<file path="config.mk">
export PLATFORM = sky130hd
export DESIGN_NAME = priority_schedule_timing_unit_flat
export DESIGN_NICKNAME = d
export VERILOG_FILES = /design/src/hw/rtl/psts_pkg.sv /design/src/hw/rtl/psts_if.sv /design/src/hw/rtl/priority_schedule_timing_unit.sv /design/src/hw/rtl/psts_ram.sv /design/src/hw/rtl/psts_div.sv /design/src/flat_wrapper.sv
export SDC_FILE = /design/constraint.sdc
export NUM_CORES = 1
export LEC_CHECK = 0
export ABC_AREA = 1
export BUFFER_PORTS_ARGS = -buffer_cell sky130_fd_sc_hd__buf_2
export CAP_MARGIN = 20
export CORE_ASPECT_RATIO = 1.25
export CORE_MARGIN = 2
export CORE_UTILIZATION = 62
export CTS_BUF_LIST = sky130_fd_sc_hd__clkbuf_8 sky130_fd_sc_hd__clkbuf_16
export DETAILED_ROUTE_END_ITERATION = 16
export MAX_ROUTING_LAYER = met4
export PLACE_DENSITY_LB_ADDON = 0.2
export SLEW_MARGIN = 20
export SYNTH_ARGS = -nofsm -noshare
export SYNTH_HDL_FRONTEND = slang
export SYNTH_SLANG_ARGS = --single-unit
</file>
<file path="constraint.sdc">
create_clock -name clk -period 4.5 [get_ports clk]
set_clock_uncertainty 0.05 [all_clocks]
set_input_delay 0.9 -clock clk [delete_from_list [all_inputs] [get_ports clk]]
set_output_delay 0.9 -clock clk [all_outputs]
set_load 0.02 [all_outputs]
</file>
<file path="src/hw/rtl/psts_pkg.sv">
// ----------------------------------------------------------------------------
// Priority schedule timing package
// Field widths, transaction payload types and sequencer states shared by the
// priority schedule timing unit and its interfaces.
// ----------------------------------------------------------------------------
`timescale 1ns / 1ps

package psts_pkg;

    localparam int BURST_W = 16;
    localparam int PRIO_W  = 8;
    localparam int PID_W   = 4;
    localparam int TIME_W  = 20;

    typedef struct packed {
        logic [BURST_W-1:0] burst_time;
        logic [PRIO_W-1:0]  priority_level;
        logic               last_item;
    } psts_in_t;

    typedef struct packed {
        logic [PID_W-1:0]   process_id;
        logic [PRIO_W-1:0]  prio_out;
        logic [BURST_W-1:0] burst_out;
        logic [TIME_W-1:0]  wait_time;
        logic [TIME_W-1:0]  turnaround_time;
        logic [TIME_W-1:0]  avg_wait;
        logic [TIME_W-1:0]  avg_turnaround;
        logic               last_result;
    } psts_out_t;

    typedef enum logic [3:0] {
        ST_LOAD,
        ST_SORT_RD_I,
        ST_SORT_LD_I,
        ST_SORT_CMP,
        ST_SORT_WR_I,
        ST_TOT_RD,
        ST_TOT_ACC,
        ST_DIV_W,
        ST_DIV_W_RUN,
        ST_DIV_T,
        ST_DIV_T_RUN,
        ST_EMIT_RD,
        ST_EMIT_LD,
        ST_EMIT_HOLD
    } psts_state_t;

endpackage

</file>
<file path="src/hw/rtl/psts_if.sv">
// ----------------------------------------------------------------------------
// Priority schedule timing channel interfaces
// Valid/ready channels for process transactions in and schedule transactions
// out; a transaction moves when valid and ready are both high.
// ----------------------------------------------------------------------------
`timescale 1ns / 1ps

interface psts_in_if
    import psts_pkg::*;
();
    logic     valid;
    logic     ready;
    psts_in_t payload;

    modport source (output valid, output payload, input ready);
    modport sink (input valid, input payload, output ready);
endinterface

interface psts_out_if
    import psts_pkg::*;
();
    logic      valid;
    logic      ready;
    psts_out_t payload;

    modport source (output valid, output payload, input ready);
    modport sink (input valid, input payload, output ready);
endinterface

</file>
<file path="src/hw/rtl/priority_schedule_timing_unit.sv">
// ----------------------------------------------------------------------------
// Priority schedule timing unit
// Loads a set of processes, one per cycle, then sorts them in a RAM by
// priority, sums waits and turnarounds, divides both totals by the count
// and reports each. The single RAM read port and the shared divider make
// the sort, the totals, the two divisions and the reports run in turn.
// Reset is asynchronous and active low; it clears the sequencer and counts,
// while the process RAM holds no defined contents until loaded.
// ----------------------------------------------------------------------------
`timescale 1ns / 1ps

module priority_schedule_timing_unit
    import psts_pkg::*;
#(
    parameter int MAX_PROCESSES = 16
) (
    input  logic       clk,
    input  logic       rst_n,
    psts_in_if.sink    entry,
    psts_out_if.source report
);

    localparam int IDX_W = (MAX_PROCESSES > 1) ? $clog2(MAX_PROCESSES) : 1;
    localparam int CNT_W = $clog2(MAX_PROCESSES + 1);
    localparam int ACC_W = BURST_W + $clog2(MAX_PROCESSES);
    localparam int TOT_W = ACC_W + $clog2(MAX_PROCESSES);
    localparam int ENT_W = BURST_W + PRIO_W + IDX_W;

    psts_state_t state_reg, state_next;

    logic [CNT_W-1:0] n_reg, n_next;
    logic [IDX_W-1:0] i_reg, i_next;
    logic [IDX_W-1:0] j_reg, j_next;
    logic [IDX_W-1:0] k_reg, k_next;
    logic [ENT_W-1:0] cur_reg, cur_next;
    logic [ACC_W-1:0] acc_reg, acc_next;
    logic [TOT_W-1:0] wait_tot_reg, wait_tot_next;
    logic [TOT_W-1:0] turn_tot_reg, turn_tot_next;
    logic [TIME_W-1:0] avg_w_reg, avg_w_next;
    logic [TIME_W-1:0] avg_t_reg, avg_t_next;
    logic             out_valid_reg, out_valid_next;
    psts_out_t        out_reg, out_next;

    logic             in_fire;
    logic             out_fire;
    logic             closing;
    logic [IDX_W-1:0] last_idx;

    logic             ram_we;
    logic [IDX_W-1:0] ram_waddr;
    logic [ENT_W-1:0] ram_wdata;
    logic [IDX_W-1:0] ram_raddr;
    logic [ENT_W-1:0] ram_rdata;

    logic [BURST_W-1:0] rd_burst;
    logic [PRIO_W-1:0]  rd_prio;
    logic [IDX_W-1:0]   rd_id;
    logic [PRIO_W-1:0]  cur_prio;

    logic             div_start;
    logic [TOT_W-1:0] div_dividend;
    logic             div_done;
    logic [TOT_W-1:0] div_quotient;

    assign in_fire  = entry.valid && entry.ready;
    assign out_fire = report.valid && report.ready;
    assign closing  = entry.payload.last_item ||
                      (n_reg == CNT_W'(MAX_PROCESSES - 1));
    assign last_idx = IDX_W'(n_reg - 1'b1);

    assign rd_burst = ram_rdata[ENT_W-1 -: BURST_W];
    assign rd_prio  = ram_rdata[IDX_W +: PRIO_W];
    assign rd_id    = ram_rdata[IDX_W-1:0];
    assign cur_prio = cur_reg[IDX_W +: PRIO_W];

    psts_ram #(
        .WIDTH (ENT_W),
        .DEPTH (MAX_PROCESSES),
        .ADDR_W(IDX_W)
    ) u_store (
        .clk  (clk),
        .we   (ram_we),
        .waddr(ram_waddr),
        .wdata(ram_wdata),
        .raddr(ram_raddr),
        .rdata(ram_rdata)
    );

    psts_div #(
        .DW(TOT_W),
        .VW(CNT_W)
    ) u_div (
        .clk     (clk),
        .rst_n   (rst_n),
        .start   (div_start),
        .dividend(div_dividend),
        .divisor (n_reg),
        .done    (div_done),
        .quotient(div_quotient)
    );

    always_comb
    begin
        state_next = state_reg;
        case (state_reg)
            ST_LOAD:
            begin
                if (in_fire && closing)
                begin
                    state_next = (n_reg == '0) ? ST_TOT_RD : ST_SORT_RD_I;
                end
            end
            ST_SORT_RD_I: state_next = ST_SORT_LD_I;
            ST_SORT_LD_I: state_next = ST_SORT_CMP;
            ST_SORT_CMP:
            begin
                if (j_reg == last_idx)
                begin
                    state_next = ST_SORT_WR_I;
                end
            end
            ST_SORT_WR_I:
            begin
                if (IDX_W'(i_reg + 1'b1) == last_idx)
                begin
                    state_next = ST_TOT_RD;
                end
                else
                begin
                    state_next = ST_SORT_RD_I;
                end
            end
            ST_TOT_RD: state_next = ST_TOT_ACC;
            ST_TOT_ACC:
            begin
                if (k_reg == last_idx)
                begin
                    state_next = ST_DIV_W;
                end
            end
            ST_DIV_W: state_next = ST_DIV_W_RUN;
            ST_DIV_W_RUN:
            begin
                if (div_done)
                begin
                    state_next = ST_DIV_T;
                end
            end
            ST_DIV_T: state_next = ST_DIV_T_RUN;
            ST_DIV_T_RUN:
            begin
                if (div_done)
                begin
                    state_next = ST_EMIT_RD;
                end
            end
            ST_EMIT_RD: state_next = ST_EMIT_LD;
            ST_EMIT_LD: state_next = ST_EMIT_HOLD;
            ST_EMIT_HOLD:
            begin
                if (out_fire)
                begin
                    state_next = out_reg.last_result ? ST_LOAD : ST_EMIT_RD;
                end
            end
            default: state_next = ST_LOAD;
        endcase
    end

    always_comb
    begin
        n_next         = n_reg;
        i_next         = i_reg;
        j_next         = j_reg;
        k_next         = k_reg;
        cur_next       = cur_reg;
        acc_next       = acc_reg;
        wait_tot_next  = wait_tot_reg;
        turn_tot_next  = turn_tot_reg;
        avg_w_next     = avg_w_reg;
        avg_t_next     = avg_t_reg;
        out_valid_next = out_valid_reg;
        out_next       = out_reg;
        ram_we         = 1'b0;
        ram_waddr      = n_reg[IDX_W-1:0];
        ram_wdata      = {entry.payload.burst_time, entry.payload.priority_level,
                          n_reg[IDX_W-1:0]};
        ram_raddr      = k_reg;
        div_start      = 1'b0;
        div_dividend   = wait_tot_reg;
        entry.ready    = 1'b0;

        case (state_reg)
            ST_LOAD:
            begin
                entry.ready = 1'b1;
                if (in_fire)
                begin
                    ram_we = 1'b1;
                    n_next = n_reg + 1'b1;
                    i_next = '0;
                end
            end
            ST_SORT_RD_I:
            begin
                ram_raddr = i_reg;
            end
            ST_SORT_LD_I:
            begin
                cur_next  = ram_rdata;
                j_next    = IDX_W'(i_reg + 1'b1);
                ram_raddr = IDX_W'(i_reg + 1'b1);
            end
            ST_SORT_CMP:
            begin
                ram_raddr = IDX_W'(j_reg + 1'b1);
                j_next    = IDX_W'(j_reg + 1'b1);
                if (cur_prio > rd_prio)
                begin
                    ram_we    = 1'b1;
                    ram_waddr = j_reg;
                    ram_wdata = cur_reg;
                    cur_next  = ram_rdata;
                end
            end
            ST_SORT_WR_I:
            begin
                ram_we    = 1'b1;
                ram_waddr = i_reg;
                ram_wdata = cur_reg;
                i_next    = IDX_W'(i_reg + 1'b1);
            end
            ST_TOT_RD:
            begin
                ram_raddr     = '0;
                k_next        = '0;
                acc_next      = '0;
                wait_tot_next = '0;
                turn_tot_next = '0;
            end
            ST_TOT_ACC:
            begin
                ram_raddr     = IDX_W'(k_reg + 1'b1);
                k_next        = IDX_W'(k_reg + 1'b1);
                acc_next      = acc_reg + ACC_W'(rd_burst);
                wait_tot_next = wait_tot_reg + TOT_W'(acc_reg);
                turn_tot_next = turn_tot_reg + TOT_W'(acc_reg + ACC_W'(rd_burst));
            end
            ST_DIV_W:
            begin
                div_start    = 1'b1;
                div_dividend = wait_tot_reg;
            end
            ST_DIV_W_RUN:
            begin
                if (div_done)
                begin
                    avg_w_next = TIME_W'(div_quotient);
                end
            end
            ST_DIV_T:
            begin
                div_start    = 1'b1;
                div_dividend = turn_tot_reg;
            end
            ST_DIV_T_RUN:
            begin
                div_dividend = turn_tot_reg;
                if (div_done)
                begin
                    avg_t_next = TIME_W'(div_quotient);
                    acc_next   = '0;
                    k_next     = '0;
                end
            end
            ST_EMIT_RD:
            begin
                ram_raddr = k_reg;
            end
            ST_EMIT_LD:
            begin
                out_next.process_id      = PID_W'(rd_id);
                out_next.prio_out        = rd_prio;
                out_next.burst_out       = rd_burst;
                out_next.wait_time       = TIME_W'(acc_reg);
                out_next.turnaround_time = TIME_W'(acc_reg + ACC_W'(rd_burst));
                out_next.avg_wait        = avg_w_reg;
                out_next.avg_turnaround  = avg_t_reg;
                out_next.last_result     = (k_reg == last_idx);
                out_valid_next           = 1'b1;
                acc_next                 = acc_reg + ACC_W'(rd_burst);
            end
            ST_EMIT_HOLD:
            begin
                if (out_fire)
                begin
                    out_valid_next = 1'b0;
                    k_next         = IDX_W'(k_reg + 1'b1);
                    if (out_reg.last_result)
                    begin
                        n_next        = '0;
                        wait_tot_next = '0;
                        turn_tot_next = '0;
                    end
                end
            end
            default:
            begin
                entry.ready = 1'b0;
            end
        endcase
    end

    always_ff @(posedge clk or negedge rst_n)
    begin
        if (!rst_n)
        begin
            state_reg     <= ST_LOAD;
            n_reg         <= '0;
            i_reg         <= '0;
            j_reg         <= '0;
            k_reg         <= '0;
            wait_tot_reg  <= '0;
            turn_tot_reg  <= '0;
            out_valid_reg <= 1'b0;
        end
        else
        begin
            state_reg     <= state_next;
            n_reg         <= n_next;
            i_reg         <= i_next;
            j_reg         <= j_next;
            k_reg         <= k_next;
            wait_tot_reg  <= wait_tot_next;
            turn_tot_reg  <= turn_tot_next;
            out_valid_reg <= out_valid_next;
        end
    end

    always_ff @(posedge clk)
    begin
        cur_reg   <= cur_next;
        acc_reg   <= acc_next;
        avg_w_reg <= avg_w_next;
        avg_t_reg <= avg_t_next;
        out_reg   <= out_next;
    end

    assign report.valid   = out_valid_reg;
    assign report.payload = out_reg;

endmodule

</file>
<file path="src/hw/rtl/psts_ram.sv">
// ----------------------------------------------------------------------------
// Generic single-port-write RAM
// One write port and one read port with registered read data.
// ----------------------------------------------------------------------------
`timescale 1ns / 1ps

module psts_ram #(
    parameter int WIDTH = 8,
    parameter int DEPTH = 16,
    parameter int ADDR_W = (DEPTH > 1) ? $clog2(DEPTH) : 1
) (
    input  logic              clk,
    input  logic              we,
    input  logic [ADDR_W-1:0] waddr,
    input  logic [WIDTH-1:0]  wdata,
    input  logic [ADDR_W-1:0] raddr,
    output logic [WIDTH-1:0]  rdata
);

    logic [WIDTH-1:0] mem_reg [DEPTH];
    logic [WIDTH-1:0] rdata_reg;

    always_ff @(posedge clk)
    begin
        if (we)
        begin
            mem_reg[waddr] <= wdata;
        end
        rdata_reg <= mem_reg[raddr];
    end

    assign rdata = rdata_reg;

endmodule

</file>
<file path="src/hw/rtl/psts_div.sv">
// ----------------------------------------------------------------------------
// Iterative unsigned divider
// Restoring division producing one quotient bit per cycle; done pulses for
// one cycle when the quotient is ready.
// ----------------------------------------------------------------------------
`timescale 1ns / 1ps

module psts_div #(
    parameter int DW = 24,
    parameter int VW = 5
) (
    input  logic          clk,
    input  logic          rst_n,
    input  logic          start,
    input  logic [DW-1:0] dividend,
    input  logic [VW-1:0] divisor,
    output logic          done,
    output logic [DW-1:0] quotient
);

    localparam int CW = $clog2(DW + 1);

    logic          busy_reg, busy_next;
    logic          done_reg, done_next;
    logic [CW-1:0] cnt_reg, cnt_next;
    logic [VW-1:0] rem_reg, rem_next;
    logic [VW-1:0] dsr_reg, dsr_next;
    logic [DW-1:0] quo_reg, quo_next;
    logic [VW:0]   trial;
    logic [VW:0]   diff;
    logic          fits;

    assign trial = {rem_reg, quo_reg[DW-1]};
    assign diff  = trial - {1'b0, dsr_reg};
    assign fits  = (trial >= {1'b0, dsr_reg});

    always_comb
    begin
        busy_next = busy_reg;
        done_next = 1'b0;
        cnt_next  = cnt_reg;
        rem_next  = rem_reg;
        dsr_next  = dsr_reg;
        quo_next  = quo_reg;
        if (start)
        begin
            busy_next = 1'b1;
            cnt_next  = CW'(DW);
            rem_next  = '0;
            dsr_next  = divisor;
            quo_next  = dividend;
        end
        else if (busy_reg)
        begin
            rem_next = fits ? diff[VW-1:0] : trial[VW-1:0];
            quo_next = {quo_reg[DW-2:0], fits};
            cnt_next = cnt_reg - 1'b1;
            if (cnt_reg == CW'(1))
            begin
                busy_next = 1'b0;
                done_next = 1'b1;
            end
        end
    end

    always_ff @(posedge clk or negedge rst_n)
    begin
        if (!rst_n)
        begin
            busy_reg <= 1'b0;
            done_reg <= 1'b0;
            cnt_reg  <= '0;
        end
        else
        begin
            busy_reg <= busy_next;
            done_reg <= done_next;
            cnt_reg  <= cnt_next;
        end
    end

    always_ff @(posedge clk)
    begin
        rem_reg <= rem_next;
        dsr_reg <= dsr_next;
        quo_reg <= quo_next;
    end

    assign done     = done_reg;
    assign quotient = quo_reg;

endmodule
</file>
<file path="src/flat_wrapper.sv">
// flat-port wrapper written by rule: the top's interface ports become plain ports
module priority_schedule_timing_unit_flat import psts_pkg::*;
#(
    parameter int MAX_PROCESSES = 16
)
  (clk, rst_n, entry_valid, entry_payload, entry_ready, report_valid, report_payload, report_ready);
  psts_in_if entry_i ();
  psts_out_if report_i ();
  input  logic clk;
  input  logic rst_n;
  input wire logic [$bits(entry_i.valid)-1:0] entry_valid;
  input wire logic [$bits(entry_i.payload)-1:0] entry_payload;
  output wire logic [$bits(entry_i.ready)-1:0] entry_ready;
  output wire logic [$bits(report_i.valid)-1:0] report_valid;
  output wire logic [$bits(report_i.payload)-1:0] report_payload;
  input wire logic [$bits(report_i.ready)-1:0] report_ready;
  assign entry_i.valid = entry_valid;
  assign entry_i.payload = entry_payload;
  assign entry_ready = entry_i.ready;
  assign report_valid = report_i.valid;
  assign report_payload = report_i.payload;
  assign report_i.ready = report_ready;
  priority_schedule_timing_unit #(.MAX_PROCESSES(MAX_PROCESSES)) u_core (.clk(clk), .rst_n(rst_n), .entry(entry_i), .report(report_i));
endmodule
</file>
# [Word-level counts from Yosys, hierarchy flattened]
# Memories as Yosys holds them, arrays and structs flattened. A register that Yosys moved wholly into a read port is not among the register bits.
# Index checks and enable logic that the tools add are counted.
[totals] ramBits=448 ff_bits=308 mem_count=1 out_inout_bits=111 elab_cells=148 in_bits=29
[classes] n_addsub=11 order_cmp=2 eq_ne=27 reduce_logical=27 mux=54
[memory_table] name="u_core.u_store.mem_reg" depth=16 width=28 read_ports=1 rd_clocked_by_memory_dff=1 write_ports=1 line_no="psts_ram.sv:20" rtl="logic [WIDTH-1:0] mem_reg [DEPTH];"
[ops] op="$pmux 24 s3" count=2
[ops] op="$mux 24" count=5
[ops] op="$pmux 28 s2" count=2
[ops] op="$pmux 20 s3" count=1
[ops] op="$mux 28" count=2
[ops] op="$pmux 4 s14" count=1
[ops] op="$mux 4" count=11
[ops] op="$mux 5" count=6
[ops] op="$add 24x20->24" count=1
[ops] op="$add 24x24->24" count=1
[ops] op="$eq 4x4->1 const B" count=6
[ops] op="$pmux 4 s2" count=3
[ops] op="$add 20x16->21" count=1
[ops] op="$add 20x16->20" count=1
[ops] op="$mux 20" count=1
[ops] op="$pmux 4 s5" count=1
[ops] op="$eq 4x3->1 const B" count=4
[ops] op="$pmux 4 s4" count=1
[ops] op="$ne 2x1->1 const B" count=7
[ops] op="$mux 1" count=13
[ops] op="$add 4x1->4 const B" count=3
[ops] op="$eq 4x4->1" count=3
[ops] op="$reduce_and 2->1" count=6
[ops] op="$pmux 5 s2" count=1
[ops] op="other kinds (25)" count=38

# [Depth between registers and ports, before layout]
# Gate-level depths: netlist (run 1).
[depth] word_depth=7 ltp_mapped=25 mapped_depth_nobuf=25

# [By module]
# From an unflattened synthesis (run 1), not the netlist that was laid out.
[unflattened] cells_unflattened=3868 hier_area_um2=37019.3
[modules_own_cells] mod="psts_ram" cells_per_inst=1858 n_inst=1 area_each_um2=19782.7 seq_area_each_um2=14013.4
[modules_own_cells] mod="priority_schedule_timing_unit" cells_per_inst=1798 n_inst=1 area_each_um2=15243.4 seq_area_each_um2=7667.4
[modules_own_cells] mod="psts_div" cells_per_inst=212 n_inst=1 area_each_um2=1993.2 seq_area_each_um2=1146.1

# [Least setup slack after synthesis (run 1)]
# OpenSTA, ideal clock, no wires.
[synth_path] path_type="register -> register" from="register u_core.state_reg[0]" to="register u_core.out_reg (netlist bit u_core.report.payload[0]) (enable)" setup_slack_ns=1.116 t_required_ns=3.988 path_buffers=0 period_less_slack_ns=3.384 path_stages_with_launch=4 arrival_time_ns=2.871 setup_time_ns=0.462 path_cell_list="dfrtp_1 > nor2_1 > nand2_1 > inv_1"
[synth_via] elab_chain_len=1
[synth_lines] element="start, declared" line_no="priority_schedule_timing_unit.sv:29" rtl="psts_state_t state_reg, state_next;"
[synth_lines] element="start signal, assigned" line_no="priority_schedule_timing_unit.sv:329" rtl="state_reg <= state_next;"
[synth_lines] element="$eq 4x4->1" line_no="priority_schedule_timing_unit.sv:193" rtl="case (state_reg)"
[synth_lines] element="end signal, assigned" line_no="priority_schedule_timing_unit.sv:346" rtl="out_reg <= out_next;"
[synth_lines] element="end, declared" line_no="priority_schedule_timing_unit.sv:42" rtl="psts_out_t out_reg, out_next;"
# No other way between the ends.
# A chain may end at the register's enable or synchronous reset.

# [Final worst setup path (run 1)]
[layout_path] from="register u_core.acc_reg[0]" to="register u_core.turn_tot_reg[15]"
[layout_via] elab_chain_len=3
[layout_lines] element="start, declared" line_no="priority_schedule_timing_unit.sv:36" rtl="logic [ACC_W-1:0] acc_reg, acc_next;"
[layout_lines] element="start signal, assigned" line_no="priority_schedule_timing_unit.sv:343" rtl="acc_reg <= acc_next;"
[layout_lines] element="$add 20x16->21" line_no="priority_schedule_timing_unit.sv:247" rtl="turn_tot_next = turn_tot_reg + TOT_W'(acc_reg + ACC_W'(rd_burst));"
[layout_lines] element="$add 24x24->24" line_no="priority_schedule_timing_unit.sv:247"
[layout_lines] element="$pmux 24 s3" line_no="priority_schedule_timing_unit.sv:193"
[layout_lines] element="end signal, assigned" line_no="priority_schedule_timing_unit.sv:335" rtl="turn_tot_reg <= turn_tot_next;"
[layout_lines] element="end, declared" line_no="priority_schedule_timing_unit.sv:38" rtl="logic [TOT_W-1:0] turn_tot_reg, turn_tot_next;"
# No other way between the ends.

==> impl_results.md, run 1 <==
- Yosys warnings: 0
- Worst-case setup slack after placement: 555 ps
- Share of synthesized registers carrying an async set or reset: 9.82%
- Most common flop cell mapped by yosys: edfxtp_1
- Count of unique library cells instantiated by Yosys: 45
- Longest Clk Path Bufs: 3
- Final setup viols: 0
- Critical path arrival: 4480 ps
- Starting Density: 62.6%
- Count of antenna-violating nets left after detailed routing: 0
- Number of detailed-routing iterations run before antenna repair: 8
- Pin slew with the least headroom to its limit: 1080 ps
- Largest net degree at the start of global routing: 168
- Post-Synthesis Cells: 3424
- Seq/Total Area, Yosys: 64.0%
- Floorplan die area: 0.0595 mm²
- Number of maximum-capacitance constraint violations: 0
- Number of buffers inserted by hold repair at cts: 0
- Number of gates given a new drive strength after cts: 0
- Clock Latency Late Sink: 630 ps
- CP max FO: 5
- Clock tree from TritonCTS: built
- Post-CTS repair timing setup buffer count: 0
- Number of nets in the synthesized netlist: 3538
- Area contributors post-synth: edfxtp_1, nand3_1, nand2_1
- Vias after detailed routing: 25900
- Required arrival time at the worst endpoint: 4940 ps
- Number of synthesized flops with an enable pin: 674
- Cell area after synthesis: 0.0357 mm²
- Vias in the first global route: 25600
- Die Span X: 219 µm
- Core Rows: 98
- Fraction of layout instances using a drive strength above 1: 10.2%
- Result of the run: completed
- DP HPWL: 61700 µm
- First-pass GRT wire length: 147000 µm
- 1st-iter DRT viols: 2708
- Remaining global-route overflow: 0
- Rel. slew slack: 27.6%
- Top cell family by delay on the critical path: adder cells
- Top-Level Pins: 140
- Filler Cell Count: 4153
- Number of storage elements in the synthesis netlist: 784
- Setup TNS: 0 ps
- DR DRC count: 0
- Area Overhead vs Synth: 12.1%
- Startpoint-to-endpoint class of the critical path: reg2reg
- Placeable core area: 0.0570 mm²
- Nature of the critical path startpoint: register
- Worst hold path type: in2async
- Maximum single-stage delay on the critical path: 520 ps
- Hold violation total from the final report: 0
- Setup crit start: u_core.acc_reg[0]$_SDFFCE_PN0P_
- Buffers plus inverters on the worst setup path: 4
- Proportion of netlist area held by the largest area contributor: 56.7%
- Routed WL: 96500 µm
- Cells along the critical path: ha_1, fa_1, nand2_1, inv_1, nand2_1, nand2_1, nand2_1, nand2_1, nand3_1, nand2_1, xor2_1, inv_1, ha_1, a21oi_1, o21ai_0, inv_1, o21ai_0, inv_1, nand2_1, a21oi_1, o21ai_0, nand2_1
- Buffers on Ports: 139
- Worst R2R Start: u_core.acc_reg[0]$_SDFFCE_PN0P_
- GRT Total Usage: 33.9%
- Final #Nets: 3666
- Cell type with the highest occurrence count on the critical path: nand2_1
- Final worst-path cycle share: 89.7%
- Routability congestion estimate: 0.999
- Clock sink count: 784
- Kind of end point of the critical path: register
- Worst-case setup margin in the final layout: 463 ps
- Chip Height: 272 µm
- RSZ-0062 raised after global routing: no
- Avg Inst Size Synth: 10.4 µm²
- Clock-pin slew of the registers on the worst-case setup and hold paths: 70 ps
- Most area-hungry cell type in the Yosys netlist: edfxtp_1
- Highest Clock Rate: 0.248 GHz
- Initial antenna violation count: 1
- Number of buffers created by CTS: 76
- Post-detailed-route wirelength per cell: 22.1 µm
- Number of flip-flops in the largest register: 448
- Tmin final: 4040 ps
- Root buffer selected by CTS: clkbuf_16
- Deepest level of the CTS H-tree: 3
- Worst-path cell with the longest stage delay: fa_1
- Post-DR vias/cell: 5.93
- Total count of max-transition violations in the final report: 0
[Yosys cell counts, types with 25 or more instances]
cell type,number
nand2_1,697
edfxtp_1,674
nand3_1,580
inv_1,454
nor2_1,181
o21ai_0,117
a21oi_1,97
ha_1,81
nand3b_1,81
dfrtp_1,77
buf_2,63
clkbuf_1,53
dfxtp_1,33
a31oi_1,25
[layout make-up]
type	count	area [µm²]	share of cell area [%]
Antenna cell	1	2.50	0.00626
Clock buffer	87	2080	5.19
Clock inverter	53	434	1.09
Inverter	463	1740	4.35
Multi-Input combinational cell	2041	10700	26.8
Sequential cell	784	22800	57.1
Tap cell	750	938	2.35
Timing Repair Buffer	186	1240	3.10
[metrics by stage]
stage / cell area, µm² / util (%) / instances / hold slack, ps
after global routing: 40000 / 70.1 / 4365 / 374
after CTS: 40000 / 70.1 / 4364 / 370
after detailed placement: 37500 / 65.7 / 4224 / 355
after floorplan: 35700 / - / 3424 / 350
after global placement: 37500 / 65.7 / 4223 / 354
final: 40000 / 70.1 / 4365 / 369
[metal layers]
| layer | up-vias | GRT usage (%) | wire [µm] |
|---|---|---|---|
| li1 | 11900 | - | - |
| met1 | 12500 | 39.5 | 35500 |
| met2 | 1149 | 56.5 | 49000 |
| met3 | 293 | 4.37 | 6330 |
| met4 | 0 | 19.4 | 5660 |
| met5 | - | - | 0 |
[cells by family after synthesis]
| kind of cell | Yosys count | synth area share [%] |
|---|---|---|
| muxes | 23 | 0.726 |
| adders and majority gates | 85 | 3.07 |
| xor gates and xnor gates | 40 | 0.982 |
| and+or+nand+nor | 1594 | 20.0 |
| DFF | 784 | 64.0 |
| AOI/OAI and AO/OA | 299 | 4.69 |
| buffers and inverters | 599 | 6.55 |
[path summary, 6_finish.rpt]
kind                       cells after the start                             endpoint  slack, ps
max                                           22  u_core.turn_tot_reg[15]$_DFFE_PN0P_        460
min                                            1          u_core.n_reg[0]$_DFFE_PN0P_        370
max reg2reg                                   22  u_core.turn_tot_reg[15]$_DFFE_PN0P_        460
min reg2reg                                    0  u_core.report.payload[40]$_DFFE_PP_        370
max in group asynchronous                      2  u_core.turn_tot_reg[23]$_DFFE_PN0P_       3160
min in group clk                               0  u_core.report.payload[40]$_DFFE_PP_        370
[placed cells by master, fill, tap and decap left out, drive strengths merged, types with 33 or more instances in the layout]
| cell type | instances |
|---|---|
| dfrtp | 77 |
| inv | 490 |
| ha | 81 |
| buf | 186 |
| clkbuf | 87 |
| a21oi | 97 |
| nand2 | 701 |
| nand3b | 81 |
| dfxtp | 33 |
| nor2 | 185 |
| edfxtp | 674 |
| nand3 | 580 |
| o21ai | 123 |
Power of run 1 is not shown: default switching activity piles up to over one toggle a cycle in this logic, so the estimate is an artifact.
==> run 2, diff against run 1 <==
--- a/config.mk
+++ b/config.mk
@@ -6,16 +6,17 @@
 export NUM_CORES = 1
 export LEC_CHECK = 0
 export ABC_AREA = 1
-export BUFFER_PORTS_ARGS = -buffer_cell sky130_fd_sc_hd__buf_2
 export CAP_MARGIN = 20
 export CORE_ASPECT_RATIO = 1.25
 export CORE_MARGIN = 2
-export CORE_UTILIZATION = 62
+export CORE_UTILIZATION = 64
 export CTS_BUF_LIST = sky130_fd_sc_hd__clkbuf_8 sky130_fd_sc_hd__clkbuf_16
 export DETAILED_ROUTE_END_ITERATION = 16
+export DONT_BUFFER_PORTS = 1
 export MAX_ROUTING_LAYER = met4
 export PLACE_DENSITY_LB_ADDON = 0.2
 export SLEW_MARGIN = 20
 export SYNTH_ARGS = -nofsm -noshare
 export SYNTH_HDL_FRONTEND = slang
+export SYNTH_HIERARCHICAL = 1
 export SYNTH_SLANG_ARGS = --single-unit
==> run 2 against run 1 <==
Synthesized cell count rose by 13%. Area after synthesis rose by 3.8%. Critical path depth fell by 12. Final area rose by 1.1%. Die area rose by 0.54%. Utilization rose by 0.64 points. Via count rose by 1.6%. Sequential share of layout area fell by 0.64 points. Flip-flop and latch count did not move. Fmax rose by 10%. Critical endpoint is now u_core/u_store/mem_reg[4][20]$_DFFE_PP_. Largest cell class unchanged.
==> impl_results.md, run 2 <==
- RSZ-0062 raised after global routing: no
- Number of gates given a new drive strength after cts: 0
- Clock Latency Late Sink: 630 ps
- Net switching power figure: 14800 µW
- Register-to-register setup slack: 830 ps
- Worst vdd ir: 1480 µV
- Post-DR vias/cell: 5.60
- Root buffer selected by CTS: clkbuf_16
- Vias after detailed routing: 26300
- Buffers on Ports: 0
- Routability congestion estimate: 0.980
- Cell leakage power: 0.0180 µW
- Initial antenna violation count: 5
- Worst hold path type: in2async
- Pwr dens: 818 mW/mm²
- Number of cell instances on the worst register-to-register path: 10
- Kind of end point of the critical path: register
- Starting Density: 64.8%
- Longest Clk Path Bufs: 3
- Area contributors post-synth: edfxtp_1, nand2_1, inv_1
- Post-detailed-route wirelength per cell: 20.4 µm
- Proportion of netlist area held by the largest area contributor: 54.7%
- Highest Clock Rate: 0.273 GHz
- Final #Nets: 4008
- Rel. slew slack: 25.9%
- Nature of the critical path startpoint: register
- Capture instance of the worst register-to-register path: u_core/u_store/mem_reg[4][20]$_DFFE_PP_
- Tmin final: 3670 ps
- Critical path arrival: 3860 ps
- Internal power of the cells: 18200 µW
- 1st-iter DRT viols: 2416
- Placed Instances: 4548
- Chip Height: 273 µm
- Vias in the first global route: 25600
- Number of maximum-capacitance constraint violations: 0
- Ranking of synthesized cells by instance count: nand2_1, edfxtp_1, inv_1
- Cell type with the highest occurrence count on the critical path: nand2_1
- Cells along the critical path: ha_1, nand2_1, nor2_2, nand4_2, nand2_1, nand2_1, nand3_1, nand3_1, nand3b_1, nor2_4
- Floorplan die area: 0.0598 mm²
- Relative contribution of sequential cells to total power: 34.1%
- Top-Level Pins: 140
- Worst slack on hold paths: 107 ps
- Cell area after synthesis: 0.0370 mm²
- Number of detailed-routing iterations run before antenna repair: 6
- Setup TNS: 0 ps
- Non-filler cells in the finished layout: 4694
- Die Span X: 219 µm
- Most common flop cell mapped by yosys: edfxtp_1
- Deepest level of the CTS H-tree: 3
- CP max FO: 28
- Power share of the combinational group: 46.8%
- Routed WL: 96000 µm
- Number of storage elements in the synthesis netlist: 784
- Startpoint-to-endpoint class of the critical path: reg2reg
- Final standard cell utilization of the core: 70.8%
- Yosys warnings: 6
- Number of nets in the synthesized netlist: 3999
- Total count of max-transition violations in the final report: 0
- Clock sink count: 784
- Area Overhead vs Synth: 9.24%
- DR DRC count: 0
- Fraction of layout instances using a drive strength above 1: 5.92%
- Share of synthesized registers carrying an async set or reset: 9.82%
- Clock-pin slew of the registers on the worst-case setup and hold paths: 60 ps
- Most common cell after layout, fill and taps aside: nand2_1
- Pin slew with the least headroom to its limit: 1110 ps
- Largest net degree at the start of global routing: 194
- Hold violation total from the final report: 0
- Count of antenna-violating nets left after detailed routing: 0
- Worst-case setup slack after placement: 921 ps
- Leading cell types in the layout, fill and taps excluded: nand2_1, edfxtp_1, inv_1, nand3_1, nor2_1
- Count of unique library cells instantiated by Yosys: 49
- Seq/Total Area, Yosys: 61.7%
- Filler Cell Count: 4239
- Worst-path cell with the longest stage delay: nor2_4
- Placeable core area: 0.0571 mm²
- Result of the run: completed
- Final worst-path cycle share: 81.5%
- Final setup viols: 0
- Area taken by multi-input logic gates: 0.0113 mm²
- GRT Total Usage: 33.9%
- Remaining global-route overflow: 0
- Maximum single-stage delay on the critical path: 900 ps
- Number of synthesized flops with an enable pin: 674
- Worst-case setup margin in the final layout: 835 ps
- Most area-hungry cell type in the Yosys netlist: edfxtp_1
- Number of flip-flops in the largest register: 448
- Number of buffers created by CTS: 76
- Avg Inst Size Synth: 9.57 µm²
- Most used standard cell by instance count after synthesis: nand2_1
- Core Rows: 98
- Switching part of the total power: 44.9%
- Post-Synthesis Cells: 3868
- Clock group share of total power: 19.1%
- Clock tree from TritonCTS: built
- DP HPWL: 62100 µm
- Required arrival time at the worst endpoint: 4690 ps
- First-pass GRT wire length: 147000 µm
- Sequential standard cell area: 0.0228 mm²
- Worst R2R Start: u_core/cur_reg[11]$_DFFE_PP_
==> run 2: cell types whose count changed after synthesis, sizes merged, moves of 17 or more <==
cell / delta
buf: +22
o21ai: -56
a31oi: -24
mux2: -17
nand3b: -64
clkbuf: -38
inv: +168
nand2: +600
nand3: -114
==> run 2: worst max path at each step <==
stage,start,end,slack [ps],depth (start not counted)
floorplan,u_core/cur_reg[11]$_DFFE_PP_,u_core/u_store/mem_reg[10][0]$_DFFE_PP_,1100,10
global placement,u_core/cur_reg[11]$_DFFE_PP_,u_core/u_store/mem_reg[4][25]$_DFFE_PP_,990,10
detailed placement,u_core/cur_reg[11]$_DFFE_PP_,u_core/u_store/mem_reg[4][25]$_DFFE_PP_,920,10
CTS,u_core/cur_reg[11]$_DFFE_PP_,u_core/u_store/mem_reg[4][20]$_DFFE_PP_,890,10
global route,u_core/cur_reg[11]$_DFFE_PP_,u_core/u_store/mem_reg[4][17]$_DFFE_PP_,570,10
finish,u_core/cur_reg[11]$_DFFE_PP_,u_core/u_store/mem_reg[4][20]$_DFFE_PP_,830,10
==> run 2: final cells by class <==
class                      count  area share [%]
sequential                   784            56.4
antenna                        6          0.0371
timing repair buffer          51            1.18
multi-input combinational   2332            28.0
tap                          750            2.32
inverter                     632            5.89
clock buffer                  90            5.26
clock inverter                49           0.845
==> run 2: repair_timing <==
| item | 4_1_cts | 5_1_grt |
|---|---|---|
| setup buffers | 0 | 0 |
| endpoints found under the hold margin | 77 | 0 |
| setup endpoints to repair | 0 | 0 |
| hold buffers | 1 | 0 |
==> run 2: power by group through the flow <==
stage	Clock, µW	Combinational, µW	Sequential, µW
6_report	6310	15500	11300
5_1_grt	6660	17200	11400
3_5_place_dp	0	15100	11400
2_1_floorplan	0	10900	10900
3_3_place_gp	0	14900	11300
4_1_cts	6370	15300	11300
==> run 2: per-stage QoR <==
step / cell area, µm² / power, µW
2_1_floorplan: 37000 / 21800
4_1_cts: 40400 / 32900
3_3_place_gp: 37900 / 26200
5_1_grt: 40400 / 35200
6_report: 40400 / 33100
3_5_place_dp: 37900 / 26500
==> run 2: critical path: cells and delay by family, from the launching register on <==
kind,cells,cell delay [ps]
flip-flops,1,410
AND/OR/NAND/NOR,9,2450
adder cells (fa/ha/maj),1,320
==> run 2: per-layer routing <==
metal	vias to the layer above	global-route usage (%)	wire (µm)
li1	12600	-	-
met4	0	16.8	4830
met5	-	-	0
met1	12400	41.0	35600
met3	259	5.33	7410
met2	1101	55.8	48100
==> run 2: cell families after synthesis <==
group,Yosys count,synth area share [%]
muxes,6,0.213
adders and majority gates,102,3.85
AOI/OAI and AO/OA,180,2.60
xor gates and xnor gates,22,0.521
DFF,784,61.7
and+or+nand+nor,2022,22.9
buffers and inverters,752,8.29
No activity file was read; power rests on OpenSTA's default activity.
